===== config.mk =====
export PLATFORM = sky130hd
export DESIGN_NAME = tmvg_position
export DESIGN_NICKNAME = d
export VERILOG_FILES = /design/src/tmvg_pkg.sv /design/src/tmvg_position.sv
export SDC_FILE = /design/constraint.sdc
export NUM_CORES = 2
export LEC_CHECK = 0
export ABC_CLOCK_PERIOD_IN_PS = 7200
export BUFFER_PORTS_ARGS = -buffer_cell sky130_fd_sc_hd__buf_2
export CORE_UTILIZATION = 55
export DETAILED_ROUTE_END_ITERATION = 6
export GPL_ROUTABILITY_DRIVEN = 0
export PLACE_DENSITY = 0.79
export SLEW_MARGIN = 10
export SYNTH_ARGS = -nofsm -noshare
export SYNTH_HDL_FRONTEND = slang
export SYNTH_SLANG_ARGS = --single-unit

===== constraint.sdc =====
create_clock -name clk -period 7.2 [get_ports clk]
set_input_delay 0.36 -clock clk [delete_from_list [all_inputs] [get_ports clk]]
set_output_delay 0.36 -clock clk [all_outputs]
set_load 0.01 [all_outputs]

===== src/tmvg_pkg.sv =====
// Shared types, constants and coefficients for the torus mesh vertex generator.
`default_nettype none
package tmvg_pkg;

  localparam int ANGLE_BITS_DEF  = 16;
  localparam int MAX_SAMPLES_DEF = 1024;

  localparam int IDX_W    = 10;
  localparam int CNT_W    = 11;
  localparam int RAD_W    = 16;
  localparam int TRIG_W   = 16;
  localparam int POS_W    = 18;
  localparam int CORNER_W = 20;
  localparam int CFG_IDX_W = 2;
  localparam int CFG_DATA_W = 16;

  localparam logic [RAD_W-1:0] MAJOR_RESET = 16'd512;
  localparam logic [RAD_W-1:0] MINOR_RESET = 16'd256;
  localparam logic [CNT_W-1:0] RING_RESET  = 11'd32;
  localparam logic [CNT_W-1:0] TUBE_RESET  = 11'd16;

  localparam logic signed [32:0] SIN_COEF [5] = '{
    33'sd1686629713,
    -33'sd693598668,
    33'sd85569306,
    -33'sd5026995,
    33'sd172273
  };

  typedef enum logic [CFG_IDX_W-1:0] {
    CFG_MAJOR_RADIUS = 2'd0,
    CFG_MINOR_RADIUS = 2'd1,
    CFG_RING_COUNT   = 2'd2,
    CFG_TUBE_COUNT   = 2'd3
  } cfg_reg_t;

  typedef struct packed {
    logic                err;
    logic [CORNER_W-1:0] here;
    logic [CORNER_W-1:0] next_tube;
    logic [CORNER_W-1:0] next_ring;
    logic [CORNER_W-1:0] next_ring_prev_tube;
  } side_t;

endpackage
`default_nettype wire


===== src/tmvg_position.sv =====
// Three-stage torus position datapath from radii and ring and tube trig values.
`default_nettype none
module tmvg_position
  import tmvg_pkg::*;
(
  input  wire logic                     clk,
  input  wire logic [RAD_W-1:0]         major_radius,
  input  wire logic [RAD_W-1:0]         minor_radius,
  input  wire logic signed [TRIG_W-1:0] sin_ring,
  input  wire logic signed [TRIG_W-1:0] cos_ring,
  input  wire logic signed [TRIG_W-1:0] sin_tube,
  input  wire logic signed [TRIG_W-1:0] cos_tube,
  output logic signed [POS_W-1:0]       pos_x,
  output logic signed [POS_W-1:0]       pos_y,
  output logic signed [POS_W-1:0]       pos_z
);

  function automatic logic signed [POS_W-1:0] sat(input logic signed [19:0] v);
    if (v > 20'sd131071) begin
      return 18'sd131071;
    end else if (v < -20'sd131072) begin
      return -18'sd131072;
    end else begin
      return v[POS_W-1:0];
    end
  endfunction

  logic signed [33:0]       rad_r;
  logic signed [32:0]       zp_r;
  logic signed [TRIG_W-1:0] cr_r, sr_r;
  logic signed [19:0]       x_r, y_r, z_r;
  logic signed [POS_W-1:0]  px_r, py_r, pz_r;

  logic signed [32:0] rct;
  logic signed [49:0] xs, ys;
  logic signed [33:0] zs;

  assign rct = $signed({1'b0, minor_radius}) * cos_tube;
  assign xs  = rad_r * cr_r + 50'sd536870912;
  assign ys  = rad_r * sr_r + 50'sd536870912;
  assign zs  = 34'(zp_r) + 34'sd16384;

  always_ff @(posedge clk) begin
    rad_r <= $signed({3'b000, major_radius, 15'd0}) + 34'(rct);
    zp_r  <= $signed({1'b0, minor_radius}) * sin_tube;
    cr_r  <= cos_ring;
    sr_r  <= sin_ring;
    x_r   <= xs[49:30];
    y_r   <= ys[49:30];
    z_r   <= 20'($signed(zs[33:15]));
    px_r  <= sat(x_r);
    py_r  <= sat(y_r);
    pz_r  <= sat(z_r);
  end

  assign pos_x = px_r;
  assign pos_y = py_r;
  assign pos_z = pz_r;

endmodule
`default_nettype wire


==> metrics.yaml <==
outcome:
  status: "finished, final reports clean"
setup_path:
  start_kind: "flip-flop"
  r2r_setup_slack_ns: 0.27
  cp.required_ns: 7.63
  r2r-end: "y_r[19]"
  r2r_cells: 23
  worstPathArrival_ns: 7.36
  critical_path_class: "flip-flop to flip-flop"
  r2r_start: "rad_r[15]"
  worstSetupEndpointType: "flip-flop"
  cp-startpoint: "rad_r[15]"
  critPathMaxFanout: 18
yosys:
  syn_nets: 8444
  yosysWarnings: 0
  synth_area_leaders: "fa_1, inv_1, ha_1, and2_1, dfxtp_1"
  async_reset_ff_frac: 0
  synth_area_leader_cell: "fa_1"
  netlist.area_leader.share: 0.491
  syn_avg_cell_area_sq_um: 9.03
  synth_area_sq_mm: 0.0582
  ys_seq_area_frac: 0.0681
  synth_edf_count: 0
  syn_inst: 6450
  synthFlopType: "dfxtp_1"
  ys_ff_latch: 198
  synth.distinct_cells: 73
  synth_most_common_cell: "inv_1"
  synth_commonest_cells: "inv_1, fa_1, nand2_1"
drt:
  drt_iter0_drc: 2413
  viasPerCell: 5.35
  drt_first_pass_iters: 6
  drtAntennaViolNets: 0
  drcViolationCount: 0
  wirelength_um: 140000
  routed-via-count: 42100
  avgRoutedWirePerCell_um: 17.7
clock_network:
  path_clk_slew_ns: 0.11
  cts_tree: "done"
  cts_setup_buffers: 0
  cts-root-buf: "clkbuf_16"
  cts_buffers: 17
  insertion_delay_ns: 0.57
  cts.sinks: 198
  clockBufferDepth: 2
  htree_levels: 4
die:
  die_x_um: 327
  dieArea_sq_mm: 0.107
  num_rows: 118
  die_h_um: 327
  initial_core_util: 0.558
  ios: 151
  fp.coreArea_sq_mm: 0.104
global_routing:
  grt_pass1_wl_um: 234000
  track_usage: 0.277
  grt_pass1_vias: 46900
  grt_overflow: 0
  grt_start_max_net_pins: 35
  antenna_found_initial: 22
min_path:
  hold_depth: 1
  holdPathEnd: "cr_r[14]"
  min_from: "cos_ring[14]"
  hold_class: "input port to flip-flop"
layout:
  final_nets: 8468
  multi_input_area_sq_mm: 0.0468
  seqCellArea_sq_mm: 0.00398
  nFillCells: 8760
  syn_to_final_growth_pct: 5.96
  drive_gt1_frac: 0.0544
timing:
  fin_skew_ns: 0.0454
  period_share: 0.963
  setup_violations: 0
  hold_viol: 0
  period_minus_slack_ns: 6.93
  grt_setup_unrepaired: "no"
  tns_ns: 0
  fmax_mhz: 144
  worst_pin_slew_ns: 1.11
  slew_violations: 0
  slew_headroom: 0.259
flow_run:
  drv_cap: 0
placement:
  dp.final_hpwl_um: 114000
  port_buffers: 150
metal layers:
metal  global-route usage  up-vias  routed length, um
met5                    0        -                108
met4                0.122       18               5940
met3               0.0587      372              11500
met2                0.478     1581              69800
met1                0.334    21700              52200
li1                     -    18500                  -
cells in the final DEF (no fill, tap or decap), types with 17 or more instances in the layout:
cell type / n
inv_1: 1696
fa_1: 1429
nand2_1: 925
and2_1: 634
ha_1: 468
nor2_1: 206
dfxtp_1: 182
buf_2: 150
buf_4: 115
a21oi_1: 96
xnor2_1: 83
o21ai_0: 71
nand2b_1: 40
xor2_1: 35
a21o_1: 31
dlygate4sd3_1: 31
nand3_1: 30
nand4_1: 25
nor2b_1: 20
clkbuf_16: 17
what timing repair did:
| item | in CTS | in global routing |
|---|---|---|
| hold buffers | 31 | 0 |
| resized for setup | 0 | 19 |
| endpoints found under the hold margin | 31 | 0 |
| endpoints found under the setup margin | 0 | 12 |
flip-flops by register name (all words and copies together) (netlist names):
signal / count
pos_y: 18
x_r: 20
y_r: 20
zp_r: 19
pos_x: 18
cr_r: 16
pos_z: 18
rad_r: 34
z_r: 19
sr_r: 16
critical path, cell delays in order (launching register included):
cell	delay, ns
dfxtp_1	0.70
buf_4	0.36
and2_1	0.19
fa_1	0.39
inv_1	0.09
fa_1	0.43
fa_1	0.52
inv_1	0.06
fa_1	0.49
fa_1	0.52
inv_1	0.06
fa_1	0.48
inv_1	0.04
ha_1	0.34
nand2_1	0.13
o21ai_0	0.30
nor2_1	0.12
a2111oi_1	0.35
buf_4	0.20
o2111a_1	0.34
o21ai_1	0.16
a21oi_2	0.24
mux2i_1	0.22
nor2_1	0.06
worst max-delay path by stage:
stage | to | slack, ns | cells past startpoint
after global routing | y_r[19] | 0.004 | 23
final | y_r[19] | 0.27 | 23
after detailed placement | y_r[16] | 0.24 | 21
after CTS | y_r[16] | 0.21 | 21
after floorplan | x_r[19] | 0.93 | 24
after global placement | y_r[16] | 0.39 | 21
cell type report:
class,instances,area share
sequential,198,0.0646
multi-input combinational,4253,0.758
tap,1380,0.0280
clock inverter,15,0.00385
antenna,10,0.000406
inverter,1696,0.103
clock buffer,17,0.00690
timing repair buffer,308,0.0349
kinds of logic (layout without fill, tap and decap cells):
family | after synthesis | count (layout) | synth area share
AO/OA/AOI/OAI | 311 | 311 | 0.0353
XOR/XNOR | 118 | 118 | 0.0178
adder cells (fa/ha/maj) | 1897 | 1897 | 0.592
buffers and inverters | 1999 | 2036 | 0.129
flip-flops | 198 | 198 | 0.0681
multiplexers | 1 | 1 | 0.000172
other | 0 | 10 | 0
AND/OR/NAND/NOR | 1926 | 1926 | 0.158
metrics by stage:
step	cell area (sq um)	hold WS, ns	utilization	worst slack, ns	cells
2_1_floorplan	58200	0.388	-	0.926	6450
3_3_place_gp	60600	0.364	0.582	0.388	7804
3_5_place_dp	60600	0.369	0.582	0.236	7804
4_1_cts	61600	0.000420	0.591	0.210	7867
5_1_grt	61700	0.0363	0.592	0.00364	7875
6_report	61700	0.0335	0.592	0.268	7877
Power is left out: the tool's default activity adds up to more than one toggle a clock period on the data nets, which glitch-free logic cannot reach.
