File: config.mk
export PLATFORM = sky130hd
export DESIGN_NAME = tmvg_corner
export DESIGN_NICKNAME = d
export VERILOG_FILES = /design/src/tmvg_pkg.sv /design/src/tmvg_corner.sv
export SDC_FILE = /design/constraint.sdc
export NUM_CORES = 1
export LEC_CHECK = 0
export BUFFER_PORTS_ARGS = -buffer_cell sky130_fd_sc_hd__clkbuf_2
export CORE_UTILIZATION = 56
export DETAILED_ROUTE_END_ITERATION = 16
export GPL_TIMING_DRIVEN = 0
export PLACE_DENSITY = 0.79
export RECOVER_POWER = 100
export SLEW_MARGIN = 0
export SYNTH_ARGS = -nofsm -noshare
export SYNTH_HDL_FRONTEND = slang
export SYNTH_SLANG_ARGS = --single-unit
File: constraint.sdc
create_clock -name clk -period 7.9 [get_ports clk]
set_clock_uncertainty 0.15 [all_clocks]
set_input_delay 0.79 -clock clk [delete_from_list [all_inputs] [get_ports clk]]
set_output_delay 0.79 -clock clk [all_outputs]
set_load 0.05 [all_outputs]
File: src/tmvg_pkg.sv
// Shared types, constants and coefficients for the torus mesh vertex generator.
`default_nettype none
package tmvg_pkg;

  localparam int ANGLE_BITS_DEF  = 16;
  localparam int MAX_SAMPLES_DEF = 1024;

  localparam int IDX_W    = 10;
  localparam int CNT_W    = 11;
  localparam int RAD_W    = 16;
  localparam int TRIG_W   = 16;
  localparam int POS_W    = 18;
  localparam int CORNER_W = 20;
  localparam int CFG_IDX_W = 2;
  localparam int CFG_DATA_W = 16;

  localparam logic [RAD_W-1:0] MAJOR_RESET = 16'd512;
  localparam logic [RAD_W-1:0] MINOR_RESET = 16'd256;
  localparam logic [CNT_W-1:0] RING_RESET  = 11'd32;
  localparam logic [CNT_W-1:0] TUBE_RESET  = 11'd16;

  localparam logic signed [32:0] SIN_COEF [5] = '{
    33'sd1686629713,
    -33'sd693598668,
    33'sd85569306,
    -33'sd5026995,
    33'sd172273
  };

  typedef enum logic [CFG_IDX_W-1:0] {
    CFG_MAJOR_RADIUS = 2'd0,
    CFG_MINOR_RADIUS = 2'd1,
    CFG_RING_COUNT   = 2'd2,
    CFG_TUBE_COUNT   = 2'd3
  } cfg_reg_t;

  typedef struct packed {
    logic                err;
    logic [CORNER_W-1:0] here;
    logic [CORNER_W-1:0] next_tube;
    logic [CORNER_W-1:0] next_ring;
    logic [CORNER_W-1:0] next_ring_prev_tube;
  } side_t;

endpackage
`default_nettype wire

File: src/tmvg_corner.sv
// Range check and wrapped corner indices of one grid point, registered.
`default_nettype none
module tmvg_corner
  import tmvg_pkg::*;
#(
  parameter int MAX_SAMPLES = MAX_SAMPLES_DEF
) (
  input  wire logic             clk,
  input  wire logic [IDX_W-1:0] ring,
  input  wire logic [IDX_W-1:0] tube,
  input  wire logic [CNT_W-1:0] ring_count,
  input  wire logic [CNT_W-1:0] tube_count,
  output side_t                 side
);

  side_t            side_r;
  logic [CNT_W-1:0] ring1, tube1, nring, ntube, ptube;
  logic             err;
  logic [21:0]      base, nbase;

  assign ring1 = {1'b0, ring} + 11'd1;
  assign tube1 = {1'b0, tube} + 11'd1;
  assign nring = (ring1 == ring_count) ? '0 : ring1;
  assign ntube = (tube1 == tube_count) ? '0 : tube1;
  assign ptube = (tube == '0) ? (tube_count - 11'd1) : ({1'b0, tube} - 11'd1);
  assign base  = 22'(ring) * 22'(tube_count);
  assign nbase = 22'(nring) * 22'(tube_count);

  assign err = (ring_count == '0) || (tube_count == '0) ||
               (32'(ring_count) > 32'(MAX_SAMPLES)) ||
               (32'(tube_count) > 32'(MAX_SAMPLES)) ||
               ({1'b0, ring} >= ring_count) || ({1'b0, tube} >= tube_count);

  always_ff @(posedge clk) begin
    side_r.err                 <= err;
    side_r.here                <= CORNER_W'(base + 22'(tube));
    side_r.next_tube           <= CORNER_W'(base + 22'(ntube));
    side_r.next_ring           <= CORNER_W'(nbase + 22'(tube));
    side_r.next_ring_prev_tube <= CORNER_W'(nbase + 22'(ptube));
  end

  assign side = side_r;

endmodule
`default_nettype wire
==> qor.txt, run 1 <==
Number of max-cap violations = 0
Pre-CTS WS = -801 ps
Final instance area = 14,500 µm²
Fin nets = 2,025
CP max stage delay = 540 ps
Final WL = 33,400 µm
Post-synthesis cell type count = 73
Final antenna-violating net count = 0
Area delta synth->final = 12.0%
Via count = 11,100
Clock Tree Root = clkbuf_16
Critical path fanouts, max = 8
Sink Count = 81
Starting DRT DRC Count = 696
PortBufs = 118
First-pass GRT wire length = 54,300 µm
Crit path DAT = 7840 ps
Fmax = 129 MHz
Number of global-route vias before repair = 11,200
Post-Syn Area = 12,900 µm²
Largest register FFs = 81
Rel. slew slack = 46.1%
Commonest non-fill, non-tap cell in the layout = inv_1
Total grt overflow = 0
FF+latch count, synth = 81
EDFF count, synth = 0
WS Path Type = in2reg
CP startpoint kind = input port
Ys flop type = dfxtp_1
CTS tree = yes
Top cell by count, worst path = fa_1
Status = finished clean
Worst-path clk slew = 60 ps
Slowest CP cell = fa_1
Max clock buf depth = 2
Hold crit path type = in2reg
Crit path launch = ring[3]
Antenna violations before repair = 1
H-tree levels = 3
Layout cells sized above 1 = 9.01%
Seq/Total Area, Yosys = 12.5%
Die Span X = 154 µm
Hold slack = 699 ps
Worst Tran Pin Value = 803 ps
CORE AREA = 22,600 µm²
Fin crit period = 7740 ps
Drt drc = 0
DP Area = 13,900 µm²
Largest net degree at the start of global routing = 14
Row cnt = 55
Pins over their slew limit = 0
Net Count, Synth = 1,883
CP required = 7990 ps
Synth async-reset ratio = 0%
Syn_area_per_cell = 8.52 µm²
DRT Pass-1 Iters = 8
# IOs = 124
Most frequent cells in the layout = inv_1, nand2_1, ha_1
Synth Instances = 1,518
Final worst slack = 156 ps
YS warnings = 0
Worst Setup EP = side[39]
Final hold violation count = 0
Detail Placement HPWL = 26,600 µm
WL per Instance = 17.1 µm
Final setup vio count = 0
DIE AREA = 23,700 µm²
Fin crit share = 98.0%
Gr usage total = 28.7%
Routed vias/inst = 5.71
CTS Buf Count = 9
Die H = 154 µm
Final GP Congestion = 0.953
Starting Density = 57.1%
Critical Path End Type = register
-- how the worst min path moves through the flow --
stage | slack (ps) | endpoint | cells past startpoint | startpoint
4_1_cts | 680 | side[80] | 3 | ring_count[10]
2_1_floorplan | 770 | side[60] | 1 | tube[0]
3_5_place_dp | 1030 | side[80] | 3 | ring_count[10]
3_3_place_gp | 1040 | side[80] | 3 | ring_count[10]
5_1_grt | 710 | side[80] | 3 | ring_count[10]
6_report | 700 | side[80] | 3 | ring_count[10]
-- kinds of logic (layout without fill, tap and decap cells) --
| group | Yosys count | after routing | synth area share (%) |
|---|---|---|---|
| XOR/XNOR | 150 | 150 | 10.4 |
| multiplexers | 5 | 5 | 0.406 |
| AND/OR/NAND/NOR | 481 | 481 | 18.0 |
| flip-flops | 81 | 81 | 12.5 |
| other | 0 | 1 | 0 |
| adder cells (fa/ha/maj) | 322 | 322 | 40.0 |
| buffers and inverters | 287 | 433 | 8.48 |
| AO/OA/AOI/OAI | 192 | 192 | 10.2 |
-- per-stage QoR --
stage / TNS [ps] / utilization (%) / std cells
5_1_grt: -476 / 64.0 / 1950
3_5_place_dp: -10390 / 61.3 / 1921
2_1_floorplan: 0 / - / 1518
3_3_place_gp: -8570 / 61.3 / 1921
6_report: 0 / 64.0 / 1950
4_1_cts: 0 / 62.9 / 1935
-- what timing repair did --
item / 4_1_cts / 5_1_grt
setup endpoints to repair: 17 / 18
resized for setup: 31 / 54
hold buffers: 0 / 0
gates cloned: 0 / 2
pin swaps: 1 / 18
buffers inserted: 1 / 14
-- cell usage after synthesis (4+ instances only) --
cell        n  area (µm²)
a31oi_1     5        31.3
nor2b_1    16         100
xnor2_1   103         902
clkbuf_1   42         158
nand3_1    28         140
a21oi_1    49         245
nand2_1   172         646
a211oi_1    5        37.5
o21bai_1   11        82.6
inv_1     222         833
dfxtp_1    81        1620
ha_1      170        2130
buf_1       4        15.0
buf_2      12        60.1
o211ai_1    5        37.5
o21a_1     21         158
o21ai_0    32         160
nor3_1     57         285
and2_1     65         407
nor2_1     87         327
xor2_1     43         377
a21o_1     21         158
nand2b_1    6        37.5
nand4_1    10        62.6
nor4_1      6        37.5
fa_1      152        3040
and3_1      8        50.1
-- layer usage --
layer  part of all wire, %  vias to the layer above  track usage, %
met2                    48                      458            47.6
met4                   3.2                        0            12.5
met5                     0                        -               0
met1                    42                     5415            37.1
met3                   7.4                       68            4.51
li1                      -                     5196               -
-- cell type report --
type | count | area (µm²)
Antenna cell | 1 | 2.50
Fill cell | 1920 | 8160
Multi-Input combinational cell | 1150 | 10500
Sequential cell | 81 | 1620
Timing Repair Buffer | 135 | 646
Clock inverter | 5 | 33.8
Clock buffer | 10 | 229
Tap cell | 285 | 357
Buffer | 55 | 275
Inverter | 228 | 857
-- worst max-delay path, delay by kind of cell --
kind                     cells  cell delay, ps
multiplexers                 1             310
AO/OA/AOI/OAI                6            1420
XOR/XNOR                     2             280
adder cells (fa/ha/maj)      6            2760
buffers and inverters        7             790
AND/OR/NAND/NOR              9            1450
Power of run 1 is not shown: default switching activity piles up to over one toggle a cycle in this logic, so the estimate is an artifact.
==> run 2, diff against run 1 <==
--- a/config.mk
+++ b/config.mk
@@ -6,7 +6,10 @@
 export NUM_CORES = 1
 export LEC_CHECK = 0
 export BUFFER_PORTS_ARGS = -buffer_cell sky130_fd_sc_hd__clkbuf_2
+export CAP_MARGIN = 20
 export CORE_UTILIZATION = 56
+export CTS_BUF_LIST = sky130_fd_sc_hd__clkbuf_4 sky130_fd_sc_hd__clkbuf_8 sky130_fd_sc_hd__clkbuf_16
+export CTS_CLUSTER_SIZE = 28
 export DETAILED_ROUTE_END_ITERATION = 16
 export GPL_TIMING_DRIVEN = 0
 export PLACE_DENSITY = 0.79
==> qor.txt, run 2 (synthesis results as in run 1) <==
Status = finished clean
CP required = 7990 ps
Sink Count = 81
Fin util = 64.0%
Critical Path End Type = register
Die Span X = 154 µm
Number of global-route vias before repair = 11,200
HP Start = ring_count[10]
Routed vias/inst = 5.72
Pre-CTS WS = -801 ps
Fin crit share = 98.3%
Worst Setup EP = side[39]
# IOs = 124
Crit path launch = ring[3]
Layout cells sized above 1 = 9.07%
CORE AREA = 22,600 µm²
Detail Placement HPWL = 26,600 µm
Total grt overflow = 0
Gr usage total = 28.7%
DRT Pass-1 Iters = 5
Final GP Congestion = 0.953
Setup total negative slack = 0 ps
CTS tree = yes
Hold crit path type = in2reg
Row cnt = 55
Via count = 11,200
Drt drc = 0
Top cell by count, worst path = fa_1
Storage cell area = 1620 µm²
CP startpoint kind = input port
First-pass GRT wire length = 54,100 µm
Crit path DAT = 7860 ps
Antenna violations before repair = 1
Footprint of the multi-input gates = 10,500 µm²
Max clock buf depth = 2
Post-CTS Hold Buffers = 0
Clock Tree Root = clkbuf_16
Starting Density = 57.1%
Worst-path clk slew = 60 ps
Area delta synth->final = 12.1%
Final hold violation count = 0
CP max stage delay = 540 ps
Largest register FFs = 81
Final WL = 33,400 µm
DIE AREA = 23,700 µm²
Final antenna-violating net count = 0
Commonest non-fill, non-tap cell in the layout = inv_1
Critical path fanouts, max = 8
Fmax = 129 MHz
Rel. slew slack = 46.6%
Layout fillers = 1,916
Worst Tran Pin Value = 795 ps
Die H = 154 µm
Final setup vio count = 0
Fin nets = 2,025
CTS Buf Count = 9
Most frequent cells in the layout = inv_1, nand2_1, ha_1
Largest net degree at the start of global routing = 14
Starting DRT DRC Count = 795
Final worst slack = 132 ps
H-tree levels = 3
Pins over their slew limit = 0
Fin crit period = 7770 ps
Number of max-cap violations = 0
Hold slack = 694 ps
WS Path Type = in2reg
PortBufs = 118
Slowest CP cell = fa_1
WL per Instance = 17.1 µm
run 2: worst max-delay path, delay by kind of cell:
family	cells	cell delay [ps]
AO/OA/AOI/OAI	6	1420
XOR/XNOR	2	280
adder cells (fa/ha/maj)	6	2760
buffers and inverters	7	810
multiplexers	1	300
AND/OR/NAND/NOR	9	1450
run 2: what timing repair did:
action                     in CTS  in global routing
setup endpoints to repair      17                 18
pin swaps                       1                 18
resized for setup              31                 54
buffers inserted                1                 14
gates cloned                    0                  2
run 2: cell type report:
| cell class | instances | share of cell area [%] |
|---|---|---|
| antenna | 2 | 0.0345 |
| buffer | 55 | 1.90 |
| clock buffer | 10 | 1.61 |
| clock inverter | 5 | 0.233 |
| inverter | 228 | 5.91 |
| multi-input combinational | 1150 | 72.2 |
| sequential | 81 | 11.2 |
| tap | 285 | 2.46 |
| timing repair buffer | 135 | 4.46 |
run 2: through the flow:
step | cell area, µm² | cells
after floorplan | 12900 | 1518
after global placement | 13900 | 1921
after detailed placement | 13900 | 1921
after CTS | 14300 | 1935
after global routing | 14500 | 1950
final | 14500 | 1951
run 2: worst min path at each step:
stage	end	slack, ps	cells past startpoint
2_1_floorplan	side[60]	770	1
3_3_place_gp	side[80]	1040	3
3_5_place_dp	side[80]	1030	3
4_1_cts	side[80]	670	3
5_1_grt	side[80]	710	3
6_report	side[80]	690	3
run 2: metal layers:
layer	wire (µm)	vias up	track usage [%]
li1	-	5202	-
met1	14100	5441	37.0
met2	15900	436	47.5
met3	2240	76	4.57
met4	1150	0	12.6
met5	0	-	0
Power of run 2 is left out for the same reason.
