`src/tmvg_pkg.sv`:
```
// Shared types, constants and coefficients for the torus mesh vertex generator.
`default_nettype none
package tmvg_pkg;

  localparam int ANGLE_BITS_DEF  = 16;
  localparam int MAX_SAMPLES_DEF = 1024;

  localparam int IDX_W    = 10;
  localparam int CNT_W    = 11;
  localparam int RAD_W    = 16;
  localparam int TRIG_W   = 16;
  localparam int POS_W    = 18;
  localparam int CORNER_W = 20;
  localparam int CFG_IDX_W = 2;
  localparam int CFG_DATA_W = 16;

  localparam logic [RAD_W-1:0] MAJOR_RESET = 16'd512;
  localparam logic [RAD_W-1:0] MINOR_RESET = 16'd256;
  localparam logic [CNT_W-1:0] RING_RESET  = 11'd32;
  localparam logic [CNT_W-1:0] TUBE_RESET  = 11'd16;

  localparam logic signed [32:0] SIN_COEF [5] = '{
    33'sd1686629713,
    -33'sd693598668,
    33'sd85569306,
    -33'sd5026995,
    33'sd172273
  };

  typedef enum logic [CFG_IDX_W-1:0] {
    CFG_MAJOR_RADIUS = 2'd0,
    CFG_MINOR_RADIUS = 2'd1,
    CFG_RING_COUNT   = 2'd2,
    CFG_TUBE_COUNT   = 2'd3
  } cfg_reg_t;

  typedef struct packed {
    logic                err;
    logic [CORNER_W-1:0] here;
    logic [CORNER_W-1:0] next_tube;
    logic [CORNER_W-1:0] next_ring;
    logic [CORNER_W-1:0] next_ring_prev_tube;
  } side_t;

endpackage
`default_nettype wire

```
`src/tmvg_phase_div.sv`:
```
// Pipelined restoring divider that turns a sample index into an angle phase.
`default_nettype none
module tmvg_phase_div
  import tmvg_pkg::*;
#(
  parameter int ANGLE_BITS = ANGLE_BITS_DEF
) (
  input  wire logic                  clk,
  input  wire logic [IDX_W-1:0]      idx,
  input  wire logic [CNT_W-1:0]      cnt,
  output logic      [ANGLE_BITS-1:0] phase
);

  logic [CNT_W-1:0]      rem_r [ANGLE_BITS];
  logic [ANGLE_BITS-1:0] quo_r [ANGLE_BITS];

  genvar k;
  generate
    for (k = 0; k < ANGLE_BITS; k++) begin : g_step
      logic [CNT_W-1:0]      rem_in;
      logic [ANGLE_BITS-1:0] quo_in;
      logic [CNT_W:0]        trial;
      logic                  take;
      if (k == 0) begin : g_first
        assign rem_in = {1'b0, idx};
        assign quo_in = '0;
      end else begin : g_next
        assign rem_in = rem_r[k-1];
        assign quo_in = quo_r[k-1];
      end
      assign trial = {rem_in, 1'b0};
      assign take  = (trial >= {1'b0, cnt});
      always_ff @(posedge clk) begin
        rem_r[k] <= take ? CNT_W'(trial - {1'b0, cnt}) : trial[CNT_W-1:0];
        quo_r[k] <= {quo_in[ANGLE_BITS-2:0], take};
      end
    end
  endgenerate

  assign phase = quo_r[ANGLE_BITS-1];

endmodule
`default_nettype wire

```
`config.mk`:
```
export PLATFORM = sky130hd
export DESIGN_NAME = tmvg_phase_div
export DESIGN_NICKNAME = d
export VERILOG_FILES = /design/src/tmvg_pkg.sv /design/src/tmvg_phase_div.sv
export SDC_FILE = /design/constraint.sdc
export NUM_CORES = 1
export LEC_CHECK = 0
export BUFFER_PORTS_ARGS = -buffer_cell sky130_fd_sc_hd__buf_2
export CAP_MARGIN = 20
export CORE_ASPECT_RATIO = 1.2
export CORE_UTILIZATION = 30
export DETAILED_ROUTE_END_ITERATION = 8
export HOLD_SLACK_MARGIN = 0.06
export SETUP_SLACK_MARGIN = 0.05
export SLEW_MARGIN = 20
export SYNTH_ARGS = -nofsm -noshare
export SYNTH_HDL_FRONTEND = slang
export SYNTH_SLANG_ARGS = --single-unit
```
`constraint.sdc`:
```
create_clock -name clk -period 9.1 [get_ports clk]
set_input_delay 1.365 -clock clk [delete_from_list [all_inputs] [get_ports clk]]
set_output_delay 1.365 -clock clk [all_outputs]
set_load 0.02 [all_outputs]
```
==> impl_metrics.tcl, run 1 <==
set metrics [dict create \
    drive_above_1_share 0.125 \
    post-place-ws_ns 4.17 \
    hold_viol_final 0 \
    tns_ns 0 \
    dieArea_sq_um 53500 \
    hold_depth 0 \
    p_sw_mw 2.77 \
    numCtsBuffers 35 \
    r2r-start "rem_r[1][6]" \
    clock-sinks 301 \
    die_w_microns 211 \
    worst_pin_slew_ns 0.714 \
    hpwl_mm 25.6 \
    pin_count 38 \
    holdPathEnd "quo_r[0][117]" \
    grt_max_degree 33 \
    num_vias 12200 \
    cts-resized-gates 0 \
    fin_crit_sh 0.478 \
    drv_slew 0 \
    critPathLaunchType "primary input" \
    power_frac_comb 0.493 \
    rrSetupSlack_ns 6.47 \
    hold_buffers 0 \
    hold_path_class "reg2reg" \
    crit_chain "buf_2 > buf_4 > clkinv_1 > buf_4 > fa_1 > a211oi_1 > o21ai_0 > a31oi_1 > mux2i_1 > xor2_1 > mux2_2" \
    end_kind "register" \
    groute.usage.overall 0.138 \
    start_util 0.305 \
    port_buffers 37 \
    multi_input_area_sq_um 9400 \
    wl_per_cell_microns 15.0 \
    rsz0062_at_grt "false" \
    final-setup-viol-count 0 \
    place.gp.congestion 0.831 \
    antenna_found_initial 0 \
    r2r_cells 7 \
    max-cap-violations 0 \
    p_leak_nw 7.55 \
    first_pass_iters 5 \
    hp-start "quo_r[0][100]" \
    fmax_mhz 230 \
    skew_ns 0.0270 \
    syn_avg_cell_area_sq_um 9.59 \
    cp_top_family "buffers and inverters" \
    clkPwrFrac 0.199 \
    cp_common_cell "buf_4" \
    clk_latency_ns 0.54 \
    nFillCells 5235 \
    vias_per_cell 5.02 \
    ys_async_sr_fraction 0 \
    crit_buf_inv 4 \
    syn_inst 1645 \
    swShare 0.379 \
    relSlewSlack 0.524 \
    drc_errors 0 \
    design_power_total_mw 7.30 \
    synth_edf_count 0 \
    max_stage_delay_ns 0.59 \
    ys_ff_latch 301 \
    synth-main-ff-cell "dfxtp_1" \
    status "complete, no violations" \
    intPower_mw 4.53 \
    clk_path_buf_depth 3 \
    synth_nets 1857 \
    seq_area_sq_um 6030 \
    yosysSeqAreaShare 0.382 \
    core_area_sq_um 51700 \
    insertedDiodeCount 0 \
    ir_drop_v 0.000157 \
    nNetsFinal 1912 \
    cp.required_ns 9.51 \
    crit_path_top_delay_cell "clkinv_1" \
    worstPathArrival_ns 4.75 \
    area_growth_pct 13.8 \
    ys_warn_count 0 \
    post-route-min-period_ns 4.35 \
    worstSetupPathType "in2reg" \
    antenna_left 0 \
    rows 91 \
    power-per-cell-area_nw_per_um2 407 \
    die_y_microns 253 \
    htreeDepth 2 \
    synth_cell_types 56 \
    finalWorstSetupSlack_ns 4.75 \
    grt_pass1_vias 12100 \
    cts_setup_buffers 0 \
    cts_tree "built" \
    regToRegEndpoint "rem_r[1][21]" \
    grt.overflow.total 0 \
    drt-total-wl_mm 36.2 \
    cp_max_fo 32 \
    drt_iter0_drc 515 \
    cts_root_buf "clkbuf_16" \
    grt_pass1_wl_mm 59.8 \
    pwr-share-seq 0.308 \
    clkTransAtPathRegs_ns 0.06 \
    netlist_area_sq_um 15800 \
]
power by group through the flow:
| stage | Clock (mW) | Sequential, mW | Combinational, mW |
|---|---|---|---|
| after global placement | 0 | 2.29 | 3.51 |
| after global routing | 1.56 | 2.31 | 4.05 |
| after detailed placement | 0 | 2.28 | 3.57 |
| after floorplan | 0 | 2.19 | 2.93 |
| after CTS | 1.51 | 2.26 | 3.61 |
| final | 1.45 | 2.25 | 3.60 |
layer usage:
layer,vias up,track usage,part of all wire
met5,-,0,0
met4,0,0.0656,0.044
met3,97,0.0244,0.038
met2,232,0.247,0.50
met1,5685,0.157,0.42
li1,6140,-,-
placed cells by master (no fill, tap or decap), drive strengths merged, types with 52 or more instances in the layout:
cell	count
xnor2	62
a21oi	136
dfxtp	301
mux2	80
nand2	63
o21a	62
nor2	185
ha	175
o21ai	94
inv	52
synth_stat cells, types with 5 or more instances:
cell type  count  share of area
a211o_1        8         0.0044
nor2b_1       18         0.0071
or2_2          5         0.0020
a31o_2        20          0.011
inv_1         49          0.012
nor4_1         6         0.0024
buf_2         19         0.0060
xor2_1        27          0.015
o31a_1         8         0.0044
a21o_1        37          0.018
a21boi_0       5         0.0024
o21ai_0       92          0.029
xnor2_1       62          0.034
and2_1        15         0.0060
o31ai_1       10         0.0048
o211ai_1       9         0.0043
nor2_1       185          0.044
or4_1         14         0.0067
ha_1         175           0.14
or3_1          7         0.0028
a211oi_1      31          0.015
clkbuf_1      11         0.0026
nand2_1       63          0.015
mux2_2        64          0.046
a41oi_1        6         0.0033
a31oi_1       20         0.0079
a21oi_1      136          0.043
nand4_1       18         0.0071
mux2_4        16          0.015
dfxtp_1      301           0.38
nand2b_1      32          0.013
fa_1          15          0.019
nor3_1        23         0.0073
o21a_1        62          0.030
o311ai_0       8         0.0044
nand3_1       16         0.0051
o2111ai_1     17         0.0094
flip-flops by register name, summed over array words and instances, names as in the netlist:
| name | flops |
|---|---|
| quo_r | 136 |
| rem_r | 165 |
final cells by class:
type | count | area share
sequential | 301 | 0.336
multi-input combinational | 1263 | 0.524
timing repair buffer | 50 | 0.0158
tap | 697 | 0.0486
clock inverter | 23 | 0.0155
inverter | 49 | 0.0102
clock buffer | 40 | 0.0504
stage by stage:
| step | cells | hold slack [ns] | utilization | instance area [sq um] |
|---|---|---|---|---|
| 2_1_floorplan | 1645 | 0.310 | - | 15800 |
| 3_3_place_gp | 2359 | 0.310 | 0.324 | 16800 |
| 3_5_place_dp | 2360 | 0.312 | 0.324 | 16800 |
| 4_1_cts | 2423 | 0.322 | 0.347 | 17900 |
| 5_1_grt | 2423 | 0.326 | 0.347 | 17900 |
| 6_report | 2423 | 0.321 | 0.347 | 17900 |
how the worst max path moves through the flow:
stage / start / endpoint / slack, ns / cells after the start
after CTS: cnt[0] / rem_r[0][12] / 4.73 / 10
final: cnt[0] / rem_r[0][10] / 4.75 / 11
after detailed placement: cnt[0] / rem_r[0][12] / 4.17 / 10
after global routing: cnt[0] / rem_r[0][12] / 4.41 / 10
after global placement: cnt[0] / rem_r[0][10] / 4.16 / 11
after floorplan: cnt[1] / rem_r[1][13] / 4.95 / 10
cells by family after synthesis:
logic type	synth area share
multiplexers	0.0622
AND/OR/NAND/NOR	0.123
flip-flops	0.382
adder cells (fa/ha/maj)	0.158
AO/OA/AOI/OAI	0.203
XOR/XNOR	0.0494
buffers and inverters	0.0217
(Power assumes the default switching activity.)
==> run 2: changes to the inputs <==
ABC_AREA = 1   (was default)
clock period = 3.8 ns   (was 9.1 ns; I/O delays follow)
==> impl_metrics.tcl, run 2 <==
set metrics [dict create \
    cp_top_family "simple AND/OR/NAND/NOR gates" \
    crit_chain "buf_2 > inv_1 > ha_1 > nand2_1 > nand2_1 > a21oi_1 > nand2_1 > nor2_2 > nand2_4 > nand3_1 > nand2_1" \
    relSlewSlack 0.406 \
    hold_viol_final 0 \
    worstPathArrival_ns 2.99 \
    pin_count 38 \
    cts_root_buf "clkbuf_16" \
    synth_cell_types 28 \
    power-per-cell-area_nw_per_um2 903 \
    start_util 0.304 \
    fin_crit_sh 0.669 \
    synth_nets 2843 \
    place.gp.congestion 0.892 \
    wl_per_cell_microns 12.9 \
    max_stage_delay_ns 0.62 \
    layout_common_cells "967 x nand2_1, 389 x nand3_1, 321 x inv_1" \
    crit_path_top_delay_cell "inv_1" \
    grt-busiest-layer "met2" \
    die_w_microns 227 \
    die_y_microns 271 \
    drt_iter0_drc 971 \
    worstSetupPathType "in2reg" \
    synthMuxAreaShare 0 \
    fmax_mhz 393 \
    synth_top_area_frac 0.332 \
    ys_ff_latch 301 \
    insertedDiodeCount 0 \
    htreeDepth 2 \
    grt_pass1_wl_mm 74.6 \
    hold_path_class "in2reg" \
    synth_top_family_by_area "simple AND/OR/NAND/NOR gates" \
    p_leak_nw 11.0 \
    numCtsBuffers 38 \
    core_area_sq_um 59700 \
    cp_common_cell "nand2_1" \
    tns_ns 0 \
    nNetsFinal 2901 \
    drc_errors 0 \
    cts-resized-gates 0 \
    grt.overflow.total 0 \
    dpl_cell_area_sq_um 19200 \
    cp.required_ns 4.24 \
    dieArea_sq_um 61500 \
    syn_inst 2631 \
    area_growth_pct 13.8 \
    ir_drop_v 0.000341 \
    num_vias 16000 \
    cts_tree "built" \
    final-setup-viol-count 0 \
    ys_async_sr_fraction 0 \
    synth_xor_xnor_area_share 0.0222 \
    drive_above_1_share 0.0806 \
    layout_commonest_cell "nand2_1" \
    regMostFlops "rem_r" \
    synth_most_common_cell "nand2_1" \
    yosysSeqAreaShare 0.332 \
    clk_latency_ns 0.56 \
    vias_per_cell 4.55 \
    clock-sinks 301 \
    synth_compound_area_frac 0.0271 \
    max-cap-violations 0 \
    synth-main-ff-cell "dfxtp_1" \
    rows 98 \
    rrSetupSlack_ns 1.77 \
    end_kind "register" \
    hold_buffers 0 \
    rsz0062_at_grt "false" \
    synth_top_area_cell "dfxtp_1" \
    largest_reg_flops 165 \
    grt_max_degree 27 \
    groute.usage.overall 0.150 \
    status "complete, no violations" \
    drt-total-wl_mm 45.4 \
    cp_max_fo 12 \
    clkTransAtPathRegs_ns 0.05 \
    post-route-min-period_ns 2.54 \
    met3_usage 0.0231 \
    netlist_area_sq_um 18100 \
    design_power_total_mw 18.7 \
    ys_top_cells_by_count "967 x nand2_1, 389 x nand3_1, 322 x inv_1" \
    synthAdderAreaFrac 0.137 \
    critPathLaunchType "primary input" \
    syn_avg_cell_area_sq_um 6.90 \
    port_buffers 37 \
    synth_edf_count 0 \
    crit_buf_inv 2 \
    ys_warn_count 0 \
    antenna_found_initial 0 \
    clk_path_buf_depth 3 \
    synthTopCellsByArea "dfxtp_1 33%, nand2_1 20%, ha_1 12%" \
    grt_pass1_vias 15300 \
    worst_pin_slew_ns 0.890 \
    stdcell_area_sq_um 20600 \
    largestRegisters "rem_r: 165 flops, quo_r: 136 flops" \
    yosys.area_share.simple 0.394 \
    first_pass_iters 5 \
    grt.met2_usage 0.263 \
    antenna_left 0 \
    skew_ns 0.0125 \
    hpwl_mm 33.2 \
    drv_slew 0 \
    met1_usage 0.185 \
    cts_setup_buffers 0 \
]
[run 2: changes by cell type in the layout (fill, tap and decap cells not counted), moves of 36 or more]
cell | before | now
a21oi_1 | 136 | 65
nand2_1 | 63 | 967
inv_1 | 47 | 321
o21a_1 | 62 | 1
a21o_1 | 37 | 1
nor2_1 | 185 | 122
mux2_2 | 64 | 0
xnor2_1 | 62 | 0
nand3_1 | 16 | 389
o21ai_0 | 92 | 1
[run 2: per-stage QoR]
stage / hold slack [ns] / cells / setup slack, ns / utilization
after floorplan: 0.310 / 2631 / 0.912 / -
after global placement: 0.310 / 3449 / 0.684 / 0.322
after detailed placement: 0.312 / 3449 / 0.685 / 0.322
after CTS: 0.246 / 3518 / 1.27 / 0.346
after global routing: 0.266 / 3518 / 1.11 / 0.346
final: 0.274 / 3518 / 1.26 / 0.346
[run 2: report_power, final]
group | switching, mW | internal, mW
logic | 5.84 | 3.41
registers | 0.751 | 4.72
clock network | 1.43 | 2.51
[run 2: per-layer routing]
layer / routed length, microns / part of all wire / vias up
li1: - / - / 8524
met1: 20600 / 0.45 / 7157
met2: 21800 / 0.48 / 248
met3: 1630 / 0.036 / 94
met4: 1400 / 0.031 / 0
met5: 0 / 0 / -
[run 2: worst paths after layout]
path,start,end,cells past startpoint
min reg2reg,quo_r[0][101],quo_r[0][118],0
max,cnt[8],rem_r[0][10],11
min,idx[3],rem_r[0][4],3
max reg2reg,rem_r[1][44],rem_r[1][57],7
[run 2: kinds of logic after synthesis]
kind of cell | Yosys count
AO/OA/AOI/OAI | 85
buffers and inverters | 376
adder cells (fa/ha/maj) | 190
AND/OR/NAND/NOR | 1633
flip-flops | 301
XOR/XNOR | 46
[run 2: worst reg2reg max path, delay by kind of cell, from the launching register on]
kind	cells	cell delay, ns
adders and majority gates	1	0.44
DFF	1	0.34
and+or+nand+nor	6	1.13
[run 2: final cells by class]
cell class | instances | area (sq um)
clock buffers | 55 | 1180
clock inverters | 14 | 223
fillers | 6485 | 39100
inverters | 326 | 1220
multi-input cells | 1954 | 10500
flip-flops and latches | 301 | 6030
well taps | 800 | 1000
repair buffers | 68 | 468
